===== src/rtl/core/slec_pkg.sv =====
// ----------------------------------------------------------------------------
// slec_pkg
// Shared constants, codes, result records and keymap of the text console.
// ----------------------------------------------------------------------------
package slec_pkg;

  localparam int SCREEN_ROWS    = 25;
  localparam int SCREEN_COLUMNS = 80;
  localparam int LINE_CAPACITY  = 64;

  localparam int KIND_W = 2;
  localparam int DATA_W = 8;
  localparam int IDX_W  = 6;
  localparam int OP_W   = 3;
  localparam int CROW_W = 5;
  localparam int CCOL_W = 7;
  localparam int VAL_W  = 8;

  localparam int ROW_W = $clog2(SCREEN_ROWS);
  localparam int COL_W = $clog2(SCREEN_COLUMNS + 1);
  localparam int LEN_W = $clog2(LINE_CAPACITY);
  localparam int CMP_W = (LEN_W > IDX_W) ? LEN_W : IDX_W;

  localparam int KEY_COUNT = 58;
  localparam int KEY_W     = 7;
  localparam int KEY_SLOTS = 2 ** KEY_W;
  localparam int BREAK_BIT = 7;

  localparam logic [DATA_W-1:0] CH_NONE  = 8'h00;
  localparam logic [DATA_W-1:0] CH_BS    = 8'h08;
  localparam logic [DATA_W-1:0] CH_LF    = 8'h0A;
  localparam logic [DATA_W-1:0] CH_SPACE = 8'h20;

  typedef enum logic [KIND_W-1:0] {
    KIND_SCAN,
    KIND_PRINT,
    KIND_CLEAR,
    KIND_READ
  } slec_kind_t;

  typedef enum logic [OP_W-1:0] {
    OP_WRITE,
    OP_SCROLL,
    OP_CLEAR,
    OP_LINE_READY,
    OP_LINE_CHAR
  } slec_op_t;

  typedef struct packed {
    slec_op_t           op;
    logic [CROW_W-1:0]  row;
    logic [CCOL_W-1:0]  col;
    logic [VAL_W-1:0]   value;
    logic               last;
  } slec_res_t;

  typedef struct packed {
    logic [1:0] cnt;
    slec_res_t  r0;
    slec_res_t  r1;
  } slec_batch_t;

  function automatic slec_res_t mk_res(slec_op_t op, logic [CROW_W-1:0] row,
                                       logic [CCOL_W-1:0] col, logic [VAL_W-1:0] value);
    slec_res_t r;
    r.op    = op;
    r.row   = row;
    r.col   = col;
    r.value = value;
    r.last  = 1'b0;
    return r;
  endfunction

  // set-1 make code to character
  function automatic logic [DATA_W-1:0] key_char(logic [KEY_W-1:0] k);
    logic [DATA_W-1:0] c;
    unique case (k)
      7'd1:    c = 8'h1B;
      7'd2:    c = 8'h31;
      7'd3:    c = 8'h32;
      7'd4:    c = 8'h33;
      7'd5:    c = 8'h34;
      7'd6:    c = 8'h35;
      7'd7:    c = 8'h36;
      7'd8:    c = 8'h37;
      7'd9:    c = 8'h38;
      7'd10:   c = 8'h39;
      7'd11:   c = 8'h30;
      7'd12:   c = 8'h2D;
      7'd13:   c = 8'h3D;
      7'd14:   c = CH_BS;
      7'd15:   c = 8'h09;
      7'd16:   c = 8'h71;
      7'd17:   c = 8'h77;
      7'd18:   c = 8'h65;
      7'd19:   c = 8'h72;
      7'd20:   c = 8'h74;
      7'd21:   c = 8'h79;
      7'd22:   c = 8'h75;
      7'd23:   c = 8'h69;
      7'd24:   c = 8'h6F;
      7'd25:   c = 8'h70;
      7'd26:   c = 8'h5B;
      7'd27:   c = 8'h5D;
      7'd28:   c = CH_LF;
      7'd30:   c = 8'h61;
      7'd31:   c = 8'h73;
      7'd32:   c = 8'h64;
      7'd33:   c = 8'h66;
      7'd34:   c = 8'h67;
      7'd35:   c = 8'h68;
      7'd36:   c = 8'h6A;
      7'd37:   c = 8'h6B;
      7'd38:   c = 8'h6C;
      7'd39:   c = 8'h3B;
      7'd40:   c = 8'h27;
      7'd41:   c = 8'h60;
      7'd43:   c = 8'h5C;
      7'd44:   c = 8'h7A;
      7'd45:   c = 8'h78;
      7'd46:   c = 8'h63;
      7'd47:   c = 8'h76;
      7'd48:   c = 8'h62;
      7'd49:   c = 8'h6E;
      7'd50:   c = 8'h6D;
      7'd51:   c = 8'h2C;
      7'd52:   c = 8'h2E;
      7'd53:   c = 8'h2F;
      7'd57:   c = CH_SPACE;
      default: c = CH_NONE;
    endcase
    return c;
  endfunction

endpackage


===== src/rtl/core/slec_if.sv =====
// ----------------------------------------------------------------------------
// slec_in_if / slec_out_if
// Request and result channels of the text console, valid/ready handshake.
// ----------------------------------------------------------------------------
interface slec_in_if import slec_pkg::*; ();
  logic              valid;
  logic              ready;
  logic [KIND_W-1:0] kind;
  logic [DATA_W-1:0] data;
  logic [IDX_W-1:0]  line_index;

  modport source (output valid, output kind, output data, output line_index, input ready);
  modport sink   (input valid, input kind, input data, input line_index, output ready);
endinterface

interface slec_out_if import slec_pkg::*; ();
  logic              valid;
  logic              ready;
  logic [OP_W-1:0]   op;
  logic [CROW_W-1:0] cell_row;
  logic [CCOL_W-1:0] cell_column;
  logic [VAL_W-1:0]  value;
  logic              last;

  modport source (output valid, output op, output cell_row, output cell_column,
                  output value, output last, input ready);
  modport sink   (input valid, input op, input cell_row, input cell_column,
                  input value, input last, output ready);
endinterface


===== src/rtl/core/slec_ram.sv =====
// ----------------------------------------------------------------------------
// slec_ram
// Generic single-write, single-read RAM with registered read data.
// ----------------------------------------------------------------------------
module slec_ram #(
  parameter int WIDTH = 8,
  parameter int DEPTH = 64
) (
  input  logic                     clk,
  input  logic                     we,
  input  logic [$clog2(DEPTH)-1:0] waddr,
  input  logic [WIDTH-1:0]         wdata,
  input  logic                     re,
  input  logic [$clog2(DEPTH)-1:0] raddr,
  output logic [WIDTH-1:0]         rdata
);

  logic [WIDTH-1:0] mem [DEPTH];

  always_ff @(posedge clk) begin
    if (we) begin
      mem[waddr] <= wdata;
    end
    if (re) begin
      rdata <= mem[raddr];
    end
  end

endmodule


===== src/rtl/core/slec_engine.sv =====
// ----------------------------------------------------------------------------
// slec_engine
// Request register, console state and the single-pass request decode that
// yields up to two display commands per request.
// ----------------------------------------------------------------------------
module slec_engine import slec_pkg::*; (
  input  logic              clk,
  input  logic              rst_n,
  input  logic              in_valid,
  output logic              in_ready,
  input  logic [KIND_W-1:0] in_kind,
  input  logic [DATA_W-1:0] in_data,
  input  logic [IDX_W-1:0]  in_line_index,
  input  logic              take,
  output logic              batch_valid,
  output slec_batch_t       batch
);

  logic              stg_v_r;
  slec_kind_t        stg_kind_r;
  logic [DATA_W-1:0] stg_data_r;
  logic [IDX_W-1:0]  stg_idx_r;
  logic              byp_v_r;
  logic [DATA_W-1:0] byp_data_r;

  logic [LEN_W-1:0]     len_r, len_nxt;
  logic [LEN_W-1:0]     fin_r, fin_nxt;
  logic [ROW_W-1:0]     row_r, row_nxt;
  logic [COL_W-1:0]     col_r, col_nxt;

  logic              clr_busy_r;
  logic [KEY_W-1:0]  clr_addr_r;
  logic              hbyp_v_r;
  logic              hbyp_bit_r;
  logic              held_we_req;
  logic              held_wbit;
  logic              held_we;
  logic [KEY_W-1:0]  held_waddr;
  logic              held_wdata;
  logic [KEY_W-1:0]  held_raddr;
  logic              held_rdata;
  logic              held_bit;

  logic              accept;
  logic              proc;
  logic              we_req;
  logic              ram_we;
  logic [LEN_W-1:0]  ram_raddr;
  logic [DATA_W-1:0] ram_rdata;
  logic [DATA_W-1:0] rd_char;
  logic              line_hit;

  logic [KEY_W-1:0]  key;
  logic [DATA_W-1:0] key_ch;
  logic              nr_wrap;
  logic [ROW_W-1:0]  nr_row;
  logic [DATA_W-1:0] put_ch;
  logic              put_wrap;
  logic [ROW_W-1:0]  put_row;
  logic [COL_W-1:0]  put_col;
  logic              do_put;
  logic              do_nl;
  logic              do_lr;
  slec_res_t         r0, r1;
  logic [1:0]        cnt;

  assign in_ready    = !clr_busy_r && (!stg_v_r || take);
  assign accept      = in_valid && in_ready;
  assign proc        = stg_v_r && take;
  assign batch_valid = proc;

  assign key      = stg_data_r[KEY_W-1:0];
  assign key_ch   = key_char(key);
  assign nr_wrap  = (row_r == ROW_W'(SCREEN_ROWS - 1));
  assign nr_row   = nr_wrap ? row_r : row_r + 1'b1;
  assign put_ch   = (stg_kind_r == KIND_SCAN) ? key_ch : stg_data_r;
  assign put_wrap = (col_r >= COL_W'(SCREEN_COLUMNS));
  assign put_row  = put_wrap ? nr_row : row_r;
  assign put_col  = put_wrap ? '0 : col_r;

  assign ram_we    = proc && we_req;
  assign ram_raddr = LEN_W'(in_line_index);
  assign rd_char   = byp_v_r ? byp_data_r : ram_rdata;
  assign line_hit  = (CMP_W'(stg_idx_r) < CMP_W'(fin_r));

  // key-held map, cleared by a pass after reset
  assign held_raddr = in_data[KEY_W-1:0];
  assign held_we    = clr_busy_r || (proc && held_we_req);
  assign held_waddr = clr_busy_r ? clr_addr_r : key;
  assign held_wdata = !clr_busy_r && held_wbit;
  assign held_bit   = hbyp_v_r ? hbyp_bit_r : held_rdata;

  slec_ram #(
    .WIDTH (DATA_W),
    .DEPTH (LINE_CAPACITY)
  ) u_line_ram (
    .clk   (clk),
    .we    (ram_we),
    .waddr (len_r),
    .wdata (key_ch),
    .re    (accept),
    .raddr (ram_raddr),
    .rdata (ram_rdata)
  );

  slec_ram #(
    .WIDTH (1),
    .DEPTH (KEY_SLOTS)
  ) u_held_ram (
    .clk   (clk),
    .we    (held_we),
    .waddr (held_waddr),
    .wdata (held_wdata),
    .re    (accept),
    .raddr (held_raddr),
    .rdata (held_rdata)
  );

  always_comb begin
    len_nxt     = len_r;
    fin_nxt     = fin_r;
    row_nxt     = row_r;
    col_nxt     = col_r;
    we_req      = 1'b0;
    held_we_req = 1'b0;
    held_wbit   = 1'b0;
    do_put      = 1'b0;
    do_nl       = 1'b0;
    do_lr       = 1'b0;
    cnt         = 2'd0;
    r0          = mk_res(OP_WRITE, '0, '0, '0);
    r1          = mk_res(OP_WRITE, '0, '0, '0);

    unique case (stg_kind_r)
      KIND_SCAN: begin
        if (stg_data_r[BREAK_BIT]) begin
          held_we_req = 1'b1;
          held_wbit   = 1'b0;
        end else if ((key < KEY_W'(KEY_COUNT)) && !held_bit) begin
          held_we_req = 1'b1;
          held_wbit   = 1'b1;
          if (key_ch == CH_BS) begin
            if ((len_r != '0) && (col_r != '0)) begin
              len_nxt = len_r - 1'b1;
              col_nxt = col_r - 1'b1;
              r0      = mk_res(OP_WRITE, CROW_W'(row_r), CCOL_W'(col_r - 1'b1), CH_SPACE);
              cnt     = 2'd1;
            end
          end else if (key_ch == CH_LF) begin
            fin_nxt = len_r;
            len_nxt = '0;
            do_nl   = 1'b1;
            do_lr   = 1'b1;
          end else if ((key_ch != CH_NONE) && (len_r < LEN_W'(LINE_CAPACITY - 1))) begin
            we_req  = 1'b1;
            len_nxt = len_r + 1'b1;
            do_put  = 1'b1;
          end
        end
      end
      KIND_PRINT: begin
        if (stg_data_r == CH_LF) begin
          do_nl = 1'b1;
        end else begin
          do_put = 1'b1;
        end
      end
      KIND_CLEAR: begin
        row_nxt = '0;
        col_nxt = '0;
        r0      = mk_res(OP_CLEAR, '0, '0, '0);
        cnt     = 2'd1;
      end
      KIND_READ: begin
        r0  = mk_res(OP_LINE_CHAR, '0, '0, line_hit ? rd_char : CH_NONE);
        cnt = 2'd1;
      end
    endcase

    if (do_put) begin
      row_nxt = put_row;
      col_nxt = put_col + 1'b1;
      if (put_wrap && nr_wrap) begin
        r0  = mk_res(OP_SCROLL, '0, '0, '0);
        r1  = mk_res(OP_WRITE, CROW_W'(put_row), CCOL_W'(put_col), put_ch);
        cnt = 2'd2;
      end else begin
        r0  = mk_res(OP_WRITE, CROW_W'(put_row), CCOL_W'(put_col), put_ch);
        cnt = 2'd1;
      end
    end

    if (do_nl) begin
      row_nxt = nr_row;
      col_nxt = '0;
      if (nr_wrap) begin
        r0 = mk_res(OP_SCROLL, '0, '0, '0);
        if (do_lr) begin
          r1  = mk_res(OP_LINE_READY, '0, '0, VAL_W'(len_r));
          cnt = 2'd2;
        end else begin
          cnt = 2'd1;
        end
      end else if (do_lr) begin
        r0  = mk_res(OP_LINE_READY, '0, '0, VAL_W'(len_r));
        cnt = 2'd1;
      end
    end

    if (cnt == 2'd1) begin
      r0.last = 1'b1;
    end else if (cnt == 2'd2) begin
      r1.last = 1'b1;
    end

    batch.cnt = cnt;
    batch.r0  = r0;
    batch.r1  = r1;
  end

  always_ff @(posedge clk) begin
    if (!rst_n) begin
      stg_v_r    <= 1'b0;
      byp_v_r    <= 1'b0;
      hbyp_v_r   <= 1'b0;
      clr_busy_r <= 1'b1;
      clr_addr_r <= '0;
      len_r      <= '0;
      fin_r      <= '0;
      row_r      <= '0;
      col_r      <= '0;
    end else begin
      if (clr_busy_r) begin
        clr_addr_r <= clr_addr_r + 1'b1;
        if (clr_addr_r == KEY_W'(KEY_SLOTS - 1)) begin
          clr_busy_r <= 1'b0;
        end
      end
      if (accept) begin
        stg_v_r  <= 1'b1;
        byp_v_r  <= ram_we && (len_r == ram_raddr);
        hbyp_v_r <= proc && held_we_req && (key == held_raddr);
      end else if (proc) begin
        stg_v_r <= 1'b0;
      end
      if (proc) begin
        len_r  <= len_nxt;
        fin_r  <= fin_nxt;
        row_r  <= row_nxt;
        col_r  <= col_nxt;
      end
    end
  end

  // request payload and same-cycle write forwarding
  always_ff @(posedge clk) begin
    if (accept) begin
      stg_kind_r <= slec_kind_t'(in_kind);
      stg_data_r <= in_data;
      stg_idx_r  <= in_line_index;
      byp_data_r <= key_ch;
      hbyp_bit_r <= held_wbit;
    end
  end

  a_no_overfill: assert property (@(posedge clk) disable iff (!rst_n)
    ram_we |-> (len_r < LEN_W'(LINE_CAPACITY - 1)))
    else $error("line store written past capacity");

  a_clear_home: assert property (@(posedge clk) disable iff (!rst_n)
    (proc && (stg_kind_r == KIND_CLEAR)) |=> ((row_r == '0) && (col_r == '0)))
    else $error("clear did not home the cursor");

  a_row_in_range: assert property (@(posedge clk) disable iff (!rst_n)
    proc |=> (row_r < ROW_W'(SCREEN_ROWS)))
    else $error("cursor row beyond last screen row");

  a_clear_pass_idle: assert property (@(posedge clk) disable iff (!rst_n)
    clr_busy_r |-> (!in_ready && !stg_v_r))
    else $error("request taken during key map clearing");

endmodule


===== src/rtl/core/slec_outbuf.sv =====
// ----------------------------------------------------------------------------
// slec_outbuf
// Two-entry result register that delivers a request's commands one by one.
// ----------------------------------------------------------------------------
module slec_outbuf import slec_pkg::*; (
  input  logic        clk,
  input  logic        rst_n,
  input  logic        load,
  input  slec_batch_t batch,
  output logic        can_take,
  output logic        out_valid,
  input  logic        out_ready,
  output slec_res_t   out_res
);

  logic [1:0] cnt_r, cnt_nxt;
  slec_res_t  s0_r, s0_nxt;
  slec_res_t  s1_r, s1_nxt;

  assign out_valid = (cnt_r != 2'd0);
  assign out_res   = s0_r;
  assign can_take  = (cnt_r == 2'd0) || ((cnt_r == 2'd1) && out_ready);

  always_comb begin
    cnt_nxt = cnt_r;
    s0_nxt  = s0_r;
    s1_nxt  = s1_r;
    if (load) begin
      cnt_nxt = batch.cnt;
      s0_nxt  = batch.r0;
      s1_nxt  = batch.r1;
    end else if (out_valid && out_ready) begin
      cnt_nxt = cnt_r - 1'b1;
      s0_nxt  = s1_r;
    end
  end

  always_ff @(posedge clk) begin
    if (!rst_n) begin
      cnt_r <= 2'd0;
    end else begin
      cnt_r <= cnt_nxt;
    end
  end

  always_ff @(posedge clk) begin
    s0_r <= s0_nxt;
    s1_r <= s1_nxt;
  end

  a_pair_head: assert property (@(posedge clk) disable iff (!rst_n)
    (load && (batch.cnt == 2'd2)) |=> ((cnt_r == 2'd2) && !out_res.last))
    else $error("first of two commands flagged as last");

endmodule


===== src/rtl/core/scancode_line_editor_console.sv =====
// ----------------------------------------------------------------------------
// scancode_line_editor_console
// PS/2 set-1 keyboard text console with a one-line editor.
// ----------------------------------------------------------------------------
// Takes one request per clock while the result side keeps up: a request is
// registered, decoded in one pass against the console state, and its
// commands are loaded into a two-entry result register once it can take
// them. Requests that give two commands (scroll then write, or scroll then
// line ready) hold the result port for both commands, and the next request
// waits until the register can take its commands. Finished-line reads and
// key-held lookups go through the registered read ports of their stores, so
// no extra latency is added. After reset the key-held map is cleared by a
// pass over every entry, during which in_ready stays low. The line store
// needs no such pass: never-written line entries are never read.
module scancode_line_editor_console import slec_pkg::*; (
  input logic       clk,
  input logic       rst_n,
  slec_in_if.sink   in_ch,
  slec_out_if.source out_ch
);

  logic        take;
  logic        batch_valid;
  slec_batch_t batch;
  slec_res_t   res;

  slec_engine u_engine (
    .clk           (clk),
    .rst_n         (rst_n),
    .in_valid      (in_ch.valid),
    .in_ready      (in_ch.ready),
    .in_kind       (in_ch.kind),
    .in_data       (in_ch.data),
    .in_line_index (in_ch.line_index),
    .take          (take),
    .batch_valid   (batch_valid),
    .batch         (batch)
  );

  slec_outbuf u_outbuf (
    .clk       (clk),
    .rst_n     (rst_n),
    .load      (batch_valid),
    .batch     (batch),
    .can_take  (take),
    .out_valid (out_ch.valid),
    .out_ready (out_ch.ready),
    .out_res   (res)
  );

  assign out_ch.op          = res.op;
  assign out_ch.cell_row    = res.row;
  assign out_ch.cell_column = res.col;
  assign out_ch.value       = res.value;
  assign out_ch.last        = res.last;

endmodule


===== src/flat_wrapper.sv =====
// flat-port wrapper written by rule: the top's interface ports become plain ports
module scancode_line_editor_console_flat import slec_pkg::*;
  (clk, rst_n, in_ch_valid, in_ch_kind, in_ch_data, in_ch_line_index, in_ch_ready, out_ch_valid, out_ch_op, out_ch_cell_row, out_ch_cell_column, out_ch_value, out_ch_last, out_ch_ready);
  slec_in_if in_ch_i ();
  slec_out_if out_ch_i ();
  input logic clk;
  input logic rst_n;
  input wire logic [$bits(in_ch_i.valid)-1:0] in_ch_valid;
  input wire logic [$bits(in_ch_i.kind)-1:0] in_ch_kind;
  input wire logic [$bits(in_ch_i.data)-1:0] in_ch_data;
  input wire logic [$bits(in_ch_i.line_index)-1:0] in_ch_line_index;
  output wire logic [$bits(in_ch_i.ready)-1:0] in_ch_ready;
  output wire logic [$bits(out_ch_i.valid)-1:0] out_ch_valid;
  output wire logic [$bits(out_ch_i.op)-1:0] out_ch_op;
  output wire logic [$bits(out_ch_i.cell_row)-1:0] out_ch_cell_row;
  output wire logic [$bits(out_ch_i.cell_column)-1:0] out_ch_cell_column;
  output wire logic [$bits(out_ch_i.value)-1:0] out_ch_value;
  output wire logic [$bits(out_ch_i.last)-1:0] out_ch_last;
  input wire logic [$bits(out_ch_i.ready)-1:0] out_ch_ready;
  assign in_ch_i.valid = in_ch_valid;
  assign in_ch_i.kind = in_ch_kind;
  assign in_ch_i.data = in_ch_data;
  assign in_ch_i.line_index = in_ch_line_index;
  assign in_ch_ready = in_ch_i.ready;
  assign out_ch_valid = out_ch_i.valid;
  assign out_ch_op = out_ch_i.op;
  assign out_ch_cell_row = out_ch_i.cell_row;
  assign out_ch_cell_column = out_ch_i.cell_column;
  assign out_ch_value = out_ch_i.value;
  assign out_ch_last = out_ch_i.last;
  assign out_ch_i.ready = out_ch_ready;
  scancode_line_editor_console u_core (.clk(clk), .rst_n(rst_n), .in_ch(in_ch_i), .out_ch(out_ch_i));
endmodule

===== config.mk =====
export PLATFORM = sky130hd
export DESIGN_NAME = scancode_line_editor_console_flat
export DESIGN_NICKNAME = d
export VERILOG_FILES = /design/src/rtl/core/slec_pkg.sv /design/src/rtl/core/slec_if.sv /design/src/rtl/core/slec_ram.sv /design/src/rtl/core/slec_engine.sv /design/src/rtl/core/slec_outbuf.sv /design/src/rtl/core/scancode_line_editor_console.sv /design/src/flat_wrapper.sv
export SDC_FILE = /design/constraint.sdc
export NUM_CORES = 1
export LEC_CHECK = 0
export BUFFER_PORTS_ARGS = -buffer_cell sky130_fd_sc_hd__buf_4
export CAP_MARGIN = 5
export CORE_UTILIZATION = 41
export CTS_BUF_LIST = sky130_fd_sc_hd__clkbuf_4 sky130_fd_sc_hd__clkbuf_8
export DETAILED_ROUTE_END_ITERATION = 7
export MAX_ROUTING_LAYER = met4
export PLACE_DENSITY_LB_ADDON = 0.1
export SKIP_LAST_GASP = 1
export SLEW_MARGIN = 5
export SYNTH_ARGS = -nofsm -noshare
export SYNTH_HDL_FRONTEND = slang
export SYNTH_HIERARCHICAL = 1
export SYNTH_SLANG_ARGS = --single-unit

===== constraint.sdc =====
create_clock -name clk -period 8.1 [get_ports clk]
set_input_delay 0 -clock clk [delete_from_list [all_inputs] [get_ports clk]]
set_output_delay 0 -clock clk [all_outputs]
set_load 0.02 [all_outputs]

==> results.yml <==
outcome:
  status: "completed"
clock_tree:
  cts_tree: "yes"
  clock_path_buffers: 3
  cts_resized: 0
  clk_latency_ns: 0.79
  clock_sinks: 765
  numCtsBuffers: 133
  clk_pin_slew_ns: 0.05
  clk_root_buffer_cell: "clkbuf_8"
  htreeDepth: 4
timing:
  setup_viol: 0
  fin_skew_ns: 0.02441
  period_minus_slack_ns: 4.623
  slew_headroom: 0.1857
  post-route-period-util: 0.5708
  fin_tns_setup_ns: 0
  setup_ws_ns: 3.477
  rsz0062_at_grt: "no"
  worst_slew_pin_slew_ns: 1.212
  hold_viol_final: 0
  holdWs_ns: 0.08395
  fmaxAchievable_ghz: 0.2163
  finalMaxSlewViolations: 0
routing:
  drcViolationCount: 0
  avgRoutedWirePerCell_um: 24.06
  first_pass_iters: 7
  postRouteAntennaNets: 0
  via_count: 18926
  vias_per_cell: 5.589
  wl_mm: 81.47
  drt_iter0_markers: 1613
setup_path:
  worst_path_max_delay_cell: "nand3_1"
  critPathMaxFanout: 8
  end_kind: "flop"
  slowest_delay_ns: 0.97
  worst_r2r_path_depth: 7
  crit_path_start_kind: "flop"
  crit_chain: "o2111ai_2 -> nand2_1 -> nor3_2 -> nand3_1 -> nor3_1 -> nand3_1 -> nor2_1"
  critPathRequiredTime_ns: 8.49
  r2r-start: "u_core/u_engine/stg_data_r[1]"
  startpoint: "u_core/u_engine/stg_data_r[1]"
  reg2reg_slack_ns: 3.48
  crit_top_cell: "nand3_1"
  critPathKind: "reg -> reg"
  r2r_end: "u_core/u_engine/u_line_ram/mem[33][2]"
  arrival_ns: 5.01
yosys:
  synth-xor-area-share: 0.005294
  synth-compound-area-share: 0.04893
  muxShareOfSynthArea: 0.1449
  synthSimpleGateAreaFrac: 0.08470
  ys_seq_area_frac: 0.6809
  synth_area_um2: 33090
  synth-edff-count: 721
  synth_cells: 2058
  yosysUniqueCellTypes: 88
  synth_top_family_by_area: "multiplexers"
  synth-adder-area-share: 0.01021
  yosys_warnings: 6
  synth-async-reset-ratio: 0
  ys.flop_type: "edfxtp_1"
  syn_avg_cell_area_um2: 16.08
  ys_ff_latch: 765
global_routing:
  track_usage: 0.2069
  grt_pass1_wl_mm: 122.0
  antenna_found_initial: 2
  gr-total-overflow: 0
  grt_pass1_vias: 19010
  grt_max_degree: 129
job:
  maxCapViolCount: 0
worst_hold_path:
  hold_depth: 3
  worstHoldStart: "rst_n"
  hold_path.class: "in -> reg"
  hold_end: "u_core/u_engine/clr_busy_r"
final_layout:
  layout-drive-gt1-share: 0.2228
  nFillCells: 6902
  multi_input_area_um2: 10060
  fin_util: 0.4706
  area_growth_syn_to_layout_pct: 12.91
  ff_latch_area_um2: 22530
  final_nets: 2276
floorplan:
  core.rowCount: 103
  die_w_um: 286.1
  die_area_um2: 81850
  dieHeight_um: 286.1
  coreArea_um2: 79390
  io_pins: 46
  start_util: 0.4168
placement:
  pre_cts_slack_ns: 3.603
  place_congestion: 0.8270
  portBuffers: 45
  place_hpwl_mm: 49.03
pwr:
  cellLeakagePower_uw: 0.01248
  peakVddDrop_mv: 0.1443
  total_power_uw: 8060
  power.density_nw_per_um2: 215.7
[report_power, final]
part	switching [uW]	total [uW]	internal [uW]
clock	1580	3450	1870
sequential	5.07	4290	4290
combinational	190	318	128
total	1780	8060	6280
[state kept, by name, summed over array words and instances, names as in the netlist, 6 cells and up, named ones only]
| register | cells |
|---|---|
| u_core/u_outbuf/s1_r | 24 |
| u_core/u_engine/stg_data_r | 8 |
| u_core/u_engine/u_line_ram/mem | 512 |
| u_core/u_engine/u_held_ram/mem | 128 |
| u_core/u_engine/fin_r | 6 |
| u_core/u_engine/u_line_ram/rdata | 8 |
| u_core/u_engine/col_r | 7 |
| u_core/u_engine/stg_idx_r | 6 |
| u_core/u_engine/clr_addr_r | 7 |
| u_core/u_engine/byp_data_r | 7 |
| u_core/u_outbuf/out_res | 24 |
| u_core/u_engine/len_r | 6 |
[kinds of logic after synthesis]
logic type,Yosys count
simple gates,596
compound gates,230
fa+ha+maj,27
mux,263
flops,765
xor+xnor,20
other cells,1
buf+inv,156
[placed cells by master (no fill, tap or decap), types with 18 or more instances in the layout]
master           n
nand3_1         43
edfxtp_1       721
nand2_1         99
conb_1          73
mux2i_1         53
nand4_1         19
o21ai_0         44
a21oi_1         38
dfxtp_1         44
nor2b_1         29
clkbuf_8       137
buf_4           63
clkinv_1        30
nor2_1         285
dlygate4sd3_1   22
mux4_2         153
nor3_1          28
mux2_2          31
inv_1           30
mux2_4          18
o22ai_1         21
ha_1            27
clkbuf_4        42
[cell type report]
type,count,area share
well taps,1050,0.03516
multi-input cells,1209,0.2693
repair buffers,87,0.01946
diodes,2,0.0001340
flip-flops and latches,765,0.6031
clock buffers,178,0.05854
clock inverters,62,0.01102
inverters,33,0.003315
[timing repair]
item                                   in CTS  in global routing
buffers inserted                            0                  0
endpoints found under the hold margin      46                  0
hold buffers                               22                  0
[Yosys cell counts (all sizes together) (4+ instances only)]
library cell,n,area (um2)
and2,5,33.78
dfxtp,44,880.8
nand4,20,140.1
o211ai,8,60.06
mux2,49,619.3
a211oi,12,90.09
ha,27,337.8
inv,32,120.1
o21ai,49,249.0
nand2,101,384.1
clkbuf,54,202.7
or2,7,43.79
nand3b,8,60.06
nand3,43,215.2
a21oi,38,190.2
o21a,4,30.03
nor3,32,186.4
nand2b,12,75.07
edfxtp,721,21650
o32ai,6,52.55
xnor2,11,96.34
a31oi,13,96.34
a221oi,11,102.6
o221ai,16,140.1
and3,7,43.79
o2111ai,4,41.29
o22ai,21,131.4
a22oi,5,37.54
xor2,9,78.83
mux2i,54,544.3
mux4,160,3630
o31ai,7,66.31
nor4,11,81.32
nor3b,4,30.03
nor2,287,1080
a32o,4,40.04
buf,69,500.5
nand4b,6,52.55
nor2b,36,225.2
or3,6,37.54
nor4b,4,50.05
a2111oi,7,67.56
[per-layer routing]
| layer | global-route usage | vias to the layer above | routed length, um |
|---|---|---|---|
| li1 | - | 8404 | - |
| met1 | 0.2803 | 9778 | 36980 |
| met2 | 0.3185 | 629 | 38610 |
| met3 | 0.04086 | 115 | 4421 |
| met4 | 0.05735 | 0 | 1449 |
| met5 | - | - | 0 |
[critical path, delay by kind of cell, from the launching register on]
kind,cells,cell delay (ns)
DFF,1,0.53
AOI/OAI and AO/OA,1,0.30
and+or+nand+nor,6,3.42
[per-stage QoR]
stage                     cell area (um2)  std cells
after floorplan                     33360       2130
after global placement              34540       3122
after detailed placement            34540       3122
after CTS                           37360       3384
after global routing                37360       3386
final                               37360       3386
[how the worst max path moves through the flow]
stage | slack (ns) | cells past startpoint | endpoint
2_1_floorplan | 3.36 | 4 | u_core/u_engine/u_held_ram/mem[0]
3_3_place_gp | 3.69 | 7 | u_core/u_engine/u_line_ram/mem[35][6]
3_5_place_dp | 3.60 | 7 | u_core/u_engine/u_line_ram/mem[33][5]
4_1_cts | 3.60 | 7 | u_core/u_engine/u_line_ram/mem[1][5]
5_1_grt | 3.28 | 7 | u_core/u_engine/u_line_ram/mem[33][2]
6_report | 3.48 | 7 | u_core/u_engine/u_line_ram/mem[33][2]
Power figures use the tool's default switching activity.
